<file path="config.mk">
export PLATFORM = sky130hd
export DESIGN_NAME = diff_drive_odometry_update_core
export DESIGN_NICKNAME = d
export VERILOG_FILES = /design/src/sv/ddo_pkg.sv /design/src/sv/diff_drive_odometry_update_core.sv
export SDC_FILE = /design/constraint.sdc
export NUM_CORES = 2
export LEC_CHECK = 0
export ABC_CLOCK_PERIOD_IN_PS = 22200
export CORE_ASPECT_RATIO = 1.5
export CORE_MARGIN = 4
export CORE_UTILIZATION = 45
export DETAILED_ROUTE_END_ITERATION = 6
export DONT_BUFFER_PORTS = 1
export PLACE_DENSITY = 0.57
export SETUP_SLACK_MARGIN = 0.3
export SLEW_MARGIN = 20
export SYNTH_ARGS = -nofsm -noshare
export SYNTH_HDL_FRONTEND = slang
export SYNTH_SLANG_ARGS = --single-unit
</file>
<file path="constraint.sdc">
create_clock -name aclk -period 22.2 [get_ports aclk]
set_input_delay 4.44 -clock aclk [delete_from_list [all_inputs] [get_ports aclk]]
set_output_delay 4.44 -clock aclk [all_outputs]
set_load 0.01 [all_outputs]
</file>
<file path="src/sv/ddo_pkg.sv">
// Package: types, widths and CORDIC angle table for the odometry update core.
`default_nettype none
package ddo_pkg;
    localparam int CORDIC_STEPS = 16;
    localparam int ITER_W       = 4;
    localparam int IDX_W        = 2;
    localparam int CFG_W        = 24;

    localparam logic [IDX_W-1:0] REG_DIST_PER_TICK = 2'd0;
    localparam logic [IDX_W-1:0] REG_HEADING_GAIN  = 2'd1;

    localparam logic [15:0] DIST_PER_TICK_RST = 16'd6146;
    localparam logic [23:0] HEADING_GAIN_RST  = 24'd658970;
    localparam logic signed [19:0] CORDIC_X0  = 20'sd39797;

    typedef enum logic [3:0] {
        ST_IDLE, ST_TURN, ST_DIST, ST_ROT, ST_MXL, ST_MXH, ST_MYL, ST_MYH, ST_WRITE
    } state_t;

    // arctangent of 2^-i in 2^-32 turn units
    function automatic logic signed [33:0] cordic_atan(input logic [ITER_W-1:0] i);
        case (i)
            4'd0:    cordic_atan = 34'sd536870912;
            4'd1:    cordic_atan = 34'sd316933406;
            4'd2:    cordic_atan = 34'sd167458907;
            4'd3:    cordic_atan = 34'sd85004756;
            4'd4:    cordic_atan = 34'sd42667331;
            4'd5:    cordic_atan = 34'sd21354465;
            4'd6:    cordic_atan = 34'sd10679838;
            4'd7:    cordic_atan = 34'sd5340245;
            4'd8:    cordic_atan = 34'sd2670163;
            4'd9:    cordic_atan = 34'sd1335087;
            4'd10:   cordic_atan = 34'sd667544;
            4'd11:   cordic_atan = 34'sd333772;
            4'd12:   cordic_atan = 34'sd166886;
            4'd13:   cordic_atan = 34'sd83443;
            4'd14:   cordic_atan = 34'sd41722;
            default: cordic_atan = 34'sd20861;
        endcase
    endfunction
endpackage
`default_nettype wire

</file>
<file path="src/sv/diff_drive_odometry_update_core.sv">
// Differential-drive odometry update: shared multiplier plus sequenced CORDIC.
// Each sample runs the accept state, 16 CORDIC iterations, 6 passes through the single
// 25x18 multiplier and the result write; the write waits while m_tready holds off
// the previous result, and no new sample is taken until the write is done.
// Reset (aresetn low, synchronous): pose cleared to zero, registers to defaults,
// no result pending.
`default_nettype none
module diff_drive_odometry_update_core (
    input  wire logic                        aclk,
    input  wire logic                        aresetn,
    input  wire logic                        cfg_we,
    input  wire logic [ddo_pkg::IDX_W-1:0]   cfg_index,
    input  wire logic [ddo_pkg::CFG_W-1:0]   cfg_wdata,
    input  wire logic                        s_tvalid,
    output logic                             s_tready,
    input  wire logic [47:0]                 s_tdata,  // yaw_angle, left_ticks, right_ticks
    output logic                             m_tvalid,
    input  wire logic                        m_tready,
    output logic [79:0]                      m_tdata   // pose_x, pose_y, pose_heading
);
    import ddo_pkg::*;

    state_t state_reg, state_next;
    logic [ITER_W-1:0] iter_reg;
    logic [15:0] dpt_reg;
    logic [23:0] gain_reg;
    logic [31:0] px_reg, py_reg;
    logic [15:0] hd_reg;
    logic signed [15:0] yaw_reg;
    logic signed [16:0] sum_reg, dif_reg;
    logic signed [41:0] turn_reg;
    logic signed [33:0] dsum_reg;
    logic signed [33:0] z_reg;
    logic signed [19:0] x_reg, y_reg;
    logic flip_reg;
    logic signed [51:0] acc_reg;
    logic m_valid_reg;
    logic [79:0] m_data_reg;

    // shared multiplier
    logic signed [24:0] mul_a;
    logic signed [17:0] mul_b;
    logic signed [42:0] prod;
    logic signed [17:0] cos_v, sin_v;

    assign cos_v = flip_reg ? 18'(-x_reg) : x_reg[17:0];
    assign sin_v = flip_reg ? 18'(-y_reg) : y_reg[17:0];

    always_comb begin
        mul_a = '0;
        mul_b = '0;
        case (state_reg)
            ST_TURN: begin mul_a = {1'b0, gain_reg}; mul_b = 18'(dif_reg); end
            ST_DIST: begin mul_a = {9'b0, dpt_reg};  mul_b = 18'(sum_reg); end
            ST_MXL:  begin mul_a = {8'b0, dsum_reg[16:0]}; mul_b = cos_v; end
            ST_MXH:  begin mul_a = 25'($signed(dsum_reg[33:17])); mul_b = cos_v; end
            ST_MYL:  begin mul_a = {8'b0, dsum_reg[16:0]}; mul_b = sin_v; end
            ST_MYH:  begin mul_a = 25'($signed(dsum_reg[33:17])); mul_b = sin_v; end
            default: ;
        endcase
    end
    assign prod = mul_a * mul_b;

    // angle terms from the turn product
    logic signed [42:0] t_half, t_chg;
    logic [15:0] half_v, ang_v;
    assign t_half = 43'(turn_reg) + 43'sd65536;
    assign t_chg  = 43'(turn_reg) + 43'sd32768;
    assign half_v = t_half[32:17];
    assign ang_v  = yaw_reg + half_v;

    // CORDIC step and final high partial product
    logic signed [19:0] xs, ys;
    logic signed [51:0] acc_sum;
    logic signed [51:0] rnd;
    assign xs = x_reg >>> iter_reg;
    assign ys = y_reg >>> iter_reg;
    assign acc_sum = acc_reg + (52'(prod) <<< 17);
    assign rnd = acc_sum + 52'sd16777216;

    always_comb begin
        state_next = state_reg;
        unique case (state_reg)
            ST_IDLE:  if (s_tvalid) state_next = ST_TURN;
            ST_TURN:  state_next = ST_DIST;
            ST_DIST:  state_next = ST_ROT;
            ST_ROT:   if (iter_reg == ITER_W'(CORDIC_STEPS - 1)) state_next = ST_MXL;
            ST_MXL:   state_next = ST_MXH;
            ST_MXH:   state_next = ST_MYL;
            ST_MYL:   state_next = ST_MYH;
            ST_MYH:   state_next = ST_WRITE;
            ST_WRITE: if (!m_valid_reg || m_tready) state_next = ST_IDLE;
            default:  state_next = ST_IDLE;
        endcase
    end

    always_comb begin
        s_tready = (state_reg == ST_IDLE);
    end

    assign m_tvalid = m_valid_reg;
    assign m_tdata  = m_data_reg;

    always_ff @(posedge aclk) begin
        if (!aresetn) begin
            state_reg   <= ST_IDLE;
            iter_reg    <= '0;
            dpt_reg     <= DIST_PER_TICK_RST;
            gain_reg    <= HEADING_GAIN_RST;
            px_reg      <= '0;
            py_reg      <= '0;
            hd_reg      <= '0;
            m_valid_reg <= 1'b0;
        end else begin
            state_reg <= state_next;
            if (cfg_we) begin
                if (cfg_index == REG_DIST_PER_TICK) dpt_reg <= cfg_wdata[15:0];
                else if (cfg_index == REG_HEADING_GAIN) gain_reg <= cfg_wdata;
            end
            if (state_reg == ST_WRITE && (!m_valid_reg || m_tready)) m_valid_reg <= 1'b1;
            else if (m_valid_reg && m_tready) m_valid_reg <= 1'b0;
            case (state_reg)
                ST_IDLE: if (s_tvalid) begin
                    yaw_reg <= s_tdata[15:0];
                    sum_reg <= 17'($signed(s_tdata[31:16])) + 17'($signed(s_tdata[47:32]));
                    dif_reg <= 17'($signed(s_tdata[47:32])) - 17'($signed(s_tdata[31:16]));
                end
                ST_TURN: turn_reg <= prod[41:0];
                ST_DIST: begin
                    dsum_reg <= prod[33:0];
                    hd_reg   <= yaw_reg + t_chg[31:16];
                    iter_reg <= '0;
                    x_reg    <= CORDIC_X0;
                    y_reg    <= '0;
                    // fold angles beyond a quarter turn by a half turn
                    if ($signed(ang_v) > 16'sd16384) begin
                        z_reg    <= {{2{ang_v[15]}}, ang_v, 16'b0} - 34'sd2147483648;
                        flip_reg <= 1'b1;
                    end else if ($signed(ang_v) < -16'sd16384) begin
                        z_reg    <= {{2{ang_v[15]}}, ang_v, 16'b0} + 34'sd2147483648;
                        flip_reg <= 1'b1;
                    end else begin
                        z_reg    <= {{2{ang_v[15]}}, ang_v, 16'b0};
                        flip_reg <= 1'b0;
                    end
                end
                ST_ROT: begin
                    iter_reg <= iter_reg + 1'b1;
                    if (!z_reg[33]) begin
                        x_reg <= x_reg - ys;
                        y_reg <= y_reg + xs;
                        z_reg <= z_reg - cordic_atan(iter_reg);
                    end else begin
                        x_reg <= x_reg + ys;
                        y_reg <= y_reg - xs;
                        z_reg <= z_reg + cordic_atan(iter_reg);
                    end
                end
                ST_MXL, ST_MYL: acc_reg <= 52'(prod);
                ST_MXH: px_reg <= px_reg + 32'($signed(rnd[51:25]));
                ST_MYH: py_reg <= py_reg + 32'($signed(rnd[51:25]));
                ST_WRITE: if (!m_valid_reg || m_tready) begin
                    m_data_reg  <= {hd_reg, py_reg, px_reg};
                end
                default: ;
            endcase
        end
    end
endmodule
`default_nettype wire

</file>
* Word level (Yosys, flattened, before mapping)
Memory sizes are Yosys's and may differ from the RTL's. A register that Yosys moved wholly into a read port is not among the register bits. Cells that the tools add are included.
Storage, ports and cells: register bits 444, memories kept 2, bits in read-only memories 960, input bits 79, logic and storage cells 112
Cells by class: $add $sub $neg 21, reductions and logical operators 21, multiplexer cells 30, shift-type cells 2, $lt $le $gt $ge 2, $mul 1, equality and inequality tests 13, bitwise gates (word level) 1
Memories:
- (no name shown) | words 16, bits a word 30, read ports 1, clocked after Yosys merged registers in 1, wr ports 0, line ddo_pkg.sv:22 | case (i)
- (no name shown) | words 16, bits a word 30, read ports 1, clocked after Yosys merged registers in 1, wr ports 0, line ddo_pkg.sv:22
Operators by type and width (number):
- 34-bit two-way mux | 9
- 25-bit one-hot mux with 4 select lines | 1
- 20-bit one-hot mux with 2 select lines | 2
- 18-bit one-hot mux with 4 select lines | 1
- 34-bit one-hot mux with 2 select lines | 1
- 32-bit adder | 2
- 43-bit by 52-bit adder with 52-bit output | 1
- 52-bit by 26-bit adder with 52-bit output (second input constant) | 1
- 25-bit by 18-bit multiplier with 43-bit output | 1
- 20-bit adder | 2
- 20-bit two-way mux | 2
- 20-bit by 4-bit >>> shifter with 20-bit output | 2
- 20-bit subtractor | 2
- 18-bit two-way mux | 2
- 18-bit negator | 2
- 4-bit one-hot mux with 9 select lines | 1
- 32-bit by 33-bit adder with 34-bit output (second input constant) | 1
- 34-bit adder | 1
- 32-bit by 33-bit subtractor with 34-bit output (second input constant) | 1
- 34-bit subtractor | 1
- 33-bit by 18-bit adder with 33-bit output (second input constant) | 1
- 16-bit adder | 2
- 32-bit by 17-bit adder with 32-bit output (second input constant) | 1
- 4-bit two-way mux | 7
- other kinds (23) | 44

* Logic depth before layout (Yosys ltp)
depth in word-level cells 7, depth in mapped cells 55, depth with buffers taken out 54

* Worst setup path before layout
OpenSTA, ideal clock, no wires.
path type reg-to-reg, from register y_reg[5], to register py_reg[30], stages on the path, launching flop included 44, clock period less this slack 12.196 ns, arrival time 12.074 ns, setup slack 10.004 ns, path through edfxtp_1 -> clkbuf_1 -> or4_1 -> or3_1 -> o41ai_1 -> xor2_1 -> nor2_1 -> or3_1 -> inv_1 -> clkbuf_1 -> nor2_1 -> fa_1 -> fa_1 -> fa_1 -> fa_1 -> fa_1 -> fa_1 -> ha_1 -> (+8 left out) -> xnor2_1 -> ha_1 -> ha_1 -> a21o_1 -> a21oi_1 -> o21bai_1 -> a21oi_1 -> o21ai_0 -> and2_1 -> a2111oi_4 -> xnor3_2 -> ha_1 -> and3_1 -> a21oi_1 -> o21ai_0 -> or4_1 -> and3_1 -> a311o_1
Between the ends: cells in the longest elaborated chain, start to end 7
Ends and longest elaborated chain:
- start, declared | line diff_drive_odometry_update_core.sv:34 | logic signed [19:0] x_reg, y_reg;
- start signal, assigned | line diff_drive_odometry_update_core.sv:151 | y_reg <= y_reg + xs;
- start signal, assigned | line diff_drive_odometry_update_core.sv:155 | y_reg <= y_reg - xs;
- 18-bit negator | line diff_drive_odometry_update_core.sv:47 | assign sin_v = flip_reg ? 18'(-y_reg) : y_reg[17:0];
- 18-bit two-way mux * | line diff_drive_odometry_update_core.sv:47
- 18-bit one-hot mux with 4 select lines * | line diff_drive_odometry_update_core.sv:52 | case (state_reg)
- 25-bit by 18-bit multiplier with 43-bit output * | line diff_drive_odometry_update_core.sv:62 | assign prod = mul_a * mul_b;
- net prod[27] | line diff_drive_odometry_update_core.sv:43 | logic signed [42:0] prod;
- 43-bit by 52-bit adder with 52-bit output * | line diff_drive_odometry_update_core.sv:78 | assign acc_sum = acc_reg + (52'(prod) <<< 17);
- 52-bit by 26-bit adder with 52-bit output * | line diff_drive_odometry_update_core.sv:79 | assign rnd = acc_sum + 52'sd16777216;
- 32-bit adder * | line diff_drive_odometry_update_core.sv:161 | ST_MYH: py_reg <= py_reg + 32'($signed(rnd[51:25]));
- end signal, assigned | line diff_drive_odometry_update_core.sv:161
- end, declared | line diff_drive_odometry_update_core.sv:27 | logic [31:0] px_reg, py_reg;
Mark *: on every way through the listed nets, which the timed path passes. The rest lies on a longest branch. A chain may end at the register's enable or synchronous reset.

* Worst setup path in the final report
from register x_reg[1], to register py_reg[31]
Between the ends: cells in the longest elaborated chain, start to end 7
Ends and longest elaborated chain:
- start, declared | line diff_drive_odometry_update_core.sv:34
- start signal, assigned | line diff_drive_odometry_update_core.sv:150 | x_reg <= x_reg - ys;
- start signal, assigned | line diff_drive_odometry_update_core.sv:154 | x_reg <= x_reg + ys;
- 18-bit negator | line diff_drive_odometry_update_core.sv:46 | assign cos_v = flip_reg ? 18'(-x_reg) : x_reg[17:0];
- 18-bit two-way mux * | line diff_drive_odometry_update_core.sv:46
- 18-bit one-hot mux with 4 select lines * | line diff_drive_odometry_update_core.sv:52
- 25-bit by 18-bit multiplier with 43-bit output * | line diff_drive_odometry_update_core.sv:62
- net prod[23] | line diff_drive_odometry_update_core.sv:43
- 43-bit by 52-bit adder with 52-bit output * | line diff_drive_odometry_update_core.sv:78
- 52-bit by 26-bit adder with 52-bit output * | line diff_drive_odometry_update_core.sv:79
- 32-bit adder * | line diff_drive_odometry_update_core.sv:161
Marked as above.

==> metrics.cfg <==
[timing]
fmax_ghz = 0.07213
setup_viol = 0
finalSetupTns_ns = 0
whs_ns = 0.4254
worstMarginPinSlew_ns = 1.188
period_share = 0.6245
slew_violations = 0
min_period_ns = 13.86
skew_ns = 0.02646
final-hold-violation-count = 0
rsz0062_at_grt = no
relSlewSlack = 0.1876

[place]
routabilityCongestion = 0.9001
portBuffers = 0
hpwl_um = 101700

[setup_path]
crit_path_start_kind = flop
path_class = flop to flop
endpoint_kind = flop
critPathMostFrequentCell = fa_1
worstPathArrival_ns = 14.41
cp_max_fo = 14
crit_path_top_delay_cell = a21boi_0
crit_required_ns = 22.74
worst_path_largest_cell_delay_ns = 0.79

[logic_synthesis]
synth_seq_cells = 441
syn_nets = 5818
synth_area_leaders = fa_1, edfxtp_1, ha_1
synth_commonest_cells = nand2_1, inv_1, fa_1
synthCells = 4903
syn_area_sq_mm = 0.04576
synth_top_cell_area_share = 0.1969
synth-edff-count = 282
ys_seq_area_frac = 0.2546
avgSynthCellArea_sq_um = 9.333
synth_ff_type = edfxtp_1
yosysUniqueCellTypes = 94
synth_most_common_cell = nand2_1
yosys_warnings = 0
yosysTopAreaCell = fa_1
async_flop_share = 0

[clock_network]
clk_pin_slew_ns = 0.06
post_cts_buffers = 0
cts_buffer_depth = 3
cts-buffers-inserted = 49
cts_htree_levels = 2
post_cts_resized = 0
clk_latency_ns = 0.63
cts_root_buf = clkbuf_16
cts_tree = done
clock-sinks = 441
postCtsHoldBufs = 0

[global_routing]
grt_pass1_vias = 35390
grt_use_total = 0.2436
antenna_found_initial = 5
grt_pass1_wl_um = 202500
grt-ovfl-total = 0
grt_max_degree = 154

[route]
drt_iter0_markers = 1998
avgRoutedWirePerCell_um = 21.00
avgViaCountPerCell = 5.597
vias = 34550
dr.pass1.iters = 5
drc = 0
ant_nets = 0
wl_um = 129700

[run_status]
status = finished clean

[cells_and_area]
area_delta_synth_final_pct = 6.617
nets = 5739
n_fill_cell = 9623
layout-drive-gt1-share = 0.05406
largest_reg_flops = 80

[job]
maxCapViolations = 0

[power_and_ir_drop]
vdd_drop_max_uv = 185.5
p_leak_nw = 21.80
power_mw = 7.826
power_density_mw_per_mm2 = 160.4

[floorplanning]
coreArea_sq_mm = 0.1011
dieArea_sq_mm = 0.1070
start_util = 0.4526
rows = 143
dieHeight_um = 398.5
io_pins = 161
die_width_um = 268.4

[hold_path]
hold_class = flop to flop

cells in the final DEF (no fill, tap or decap), types with 9 or more instances in the layout:
cell type,instances
nor3_1,43
o21ai_0,205
a21oi_1,248
a31oi_1,22
xor2_1,164
a211oi_1,22
and3_1,42
clkbuf_16,51
nor4_1,12
and2_1,122
xnor2_1,181
buf_4,56
o31ai_1,28
nand2b_1,29
a221o_1,21
fa_1,450
a21o_1,104
edfxtp_1,282
o21bai_1,42
mux4_2,34
or4_1,10
or3_1,28
nand3_1,67
nand4_1,18
dfxtp_1,154
or2_2,16
nand2_1,675
inv_1,574
a221oi_1,15
a21boi_0,58
mux2_2,28
ha_1,386
mux2i_1,47
o22ai_1,12
nor2b_1,42
nor2_1,340
clkbuf_1,9
o21a_1,38
worst paths after layout:
check              from           to  slack, ns  cells after the start
min          hd_reg[12]  m_tdata[76]       0.43                      0
max reg2reg    x_reg[1]   py_reg[31]       8.34                     44
min reg2reg  hd_reg[12]  m_tdata[76]       0.43                      0
max            x_reg[1]   py_reg[31]       8.34                     44
per-stage QoR:
step / setup WS, ns / cells / instance area [sq um] / util
2_1_floorplan: 10.00 / 4903 / 45760 / -
3_3_place_gp: 8.652 / 6077 / 47130 / 0.4662
3_5_place_dp: 8.479 / 6078 / 47130 / 0.4662
4_1_cts: 8.400 / 6170 / 48770 / 0.4824
5_1_grt: 7.438 / 6170 / 48780 / 0.4825
6_report: 8.337 / 6174 / 48790 / 0.4826
worst max-delay path, delay by kind of cell, from the launching register on:
kind	cells	cell delay [ns]
xor+xnor	3	0.45
buf+inv	2	0.66
simple gates	13	3.39
fa+ha+maj	10	4.70
flops	1	0.49
compound gates	16	4.10
per-layer routing:
layer  GRT usage  part of all wire  wire length (um)
met1      0.2844              0.38             48960
met4      0.1064             0.052              6793
met5           0                 0                 0
met2      0.4500              0.53             68070
met3     0.02497             0.045              5839
cell families (layout without fill, tap and decap cells):
| family | after synthesis | count (layout) | synth area share |
|---|---|---|---|
| buf+inv | 762 | 724 | 0.06377 |
| simple gates | 1486 | 1486 | 0.1462 |
| mux | 111 | 111 | 0.03473 |
| compound gates | 921 | 921 | 0.1317 |
| other cells | 0 | 4 | 0 |
| flops | 441 | 441 | 0.2546 |
| fa+ha+maj | 836 | 836 | 0.3024 |
| xor+xnor | 346 | 346 | 0.06656 |
cell type report:
class,instances,area [sq um],area share
clock inverter,28,271.5,0.005565
tap,1305,1633,0.03347
timing repair buffer,57,425.4,0.008720
inverter,575,2158,0.04424
sequential,441,11660,0.2390
antenna,4,10.01,0.0002052
multi-input combinational,3700,31270,0.6409
clock buffer,64,1365,0.02798
power breakdown:
group	total (mW)	internal, mW	switching [mW]
Sequential	1.19	1.08	0.102
Combinational	5.80	2.21	3.59
Clock	0.843	0.465	0.377
Note: power is estimated with default switching activity, not from simulation.
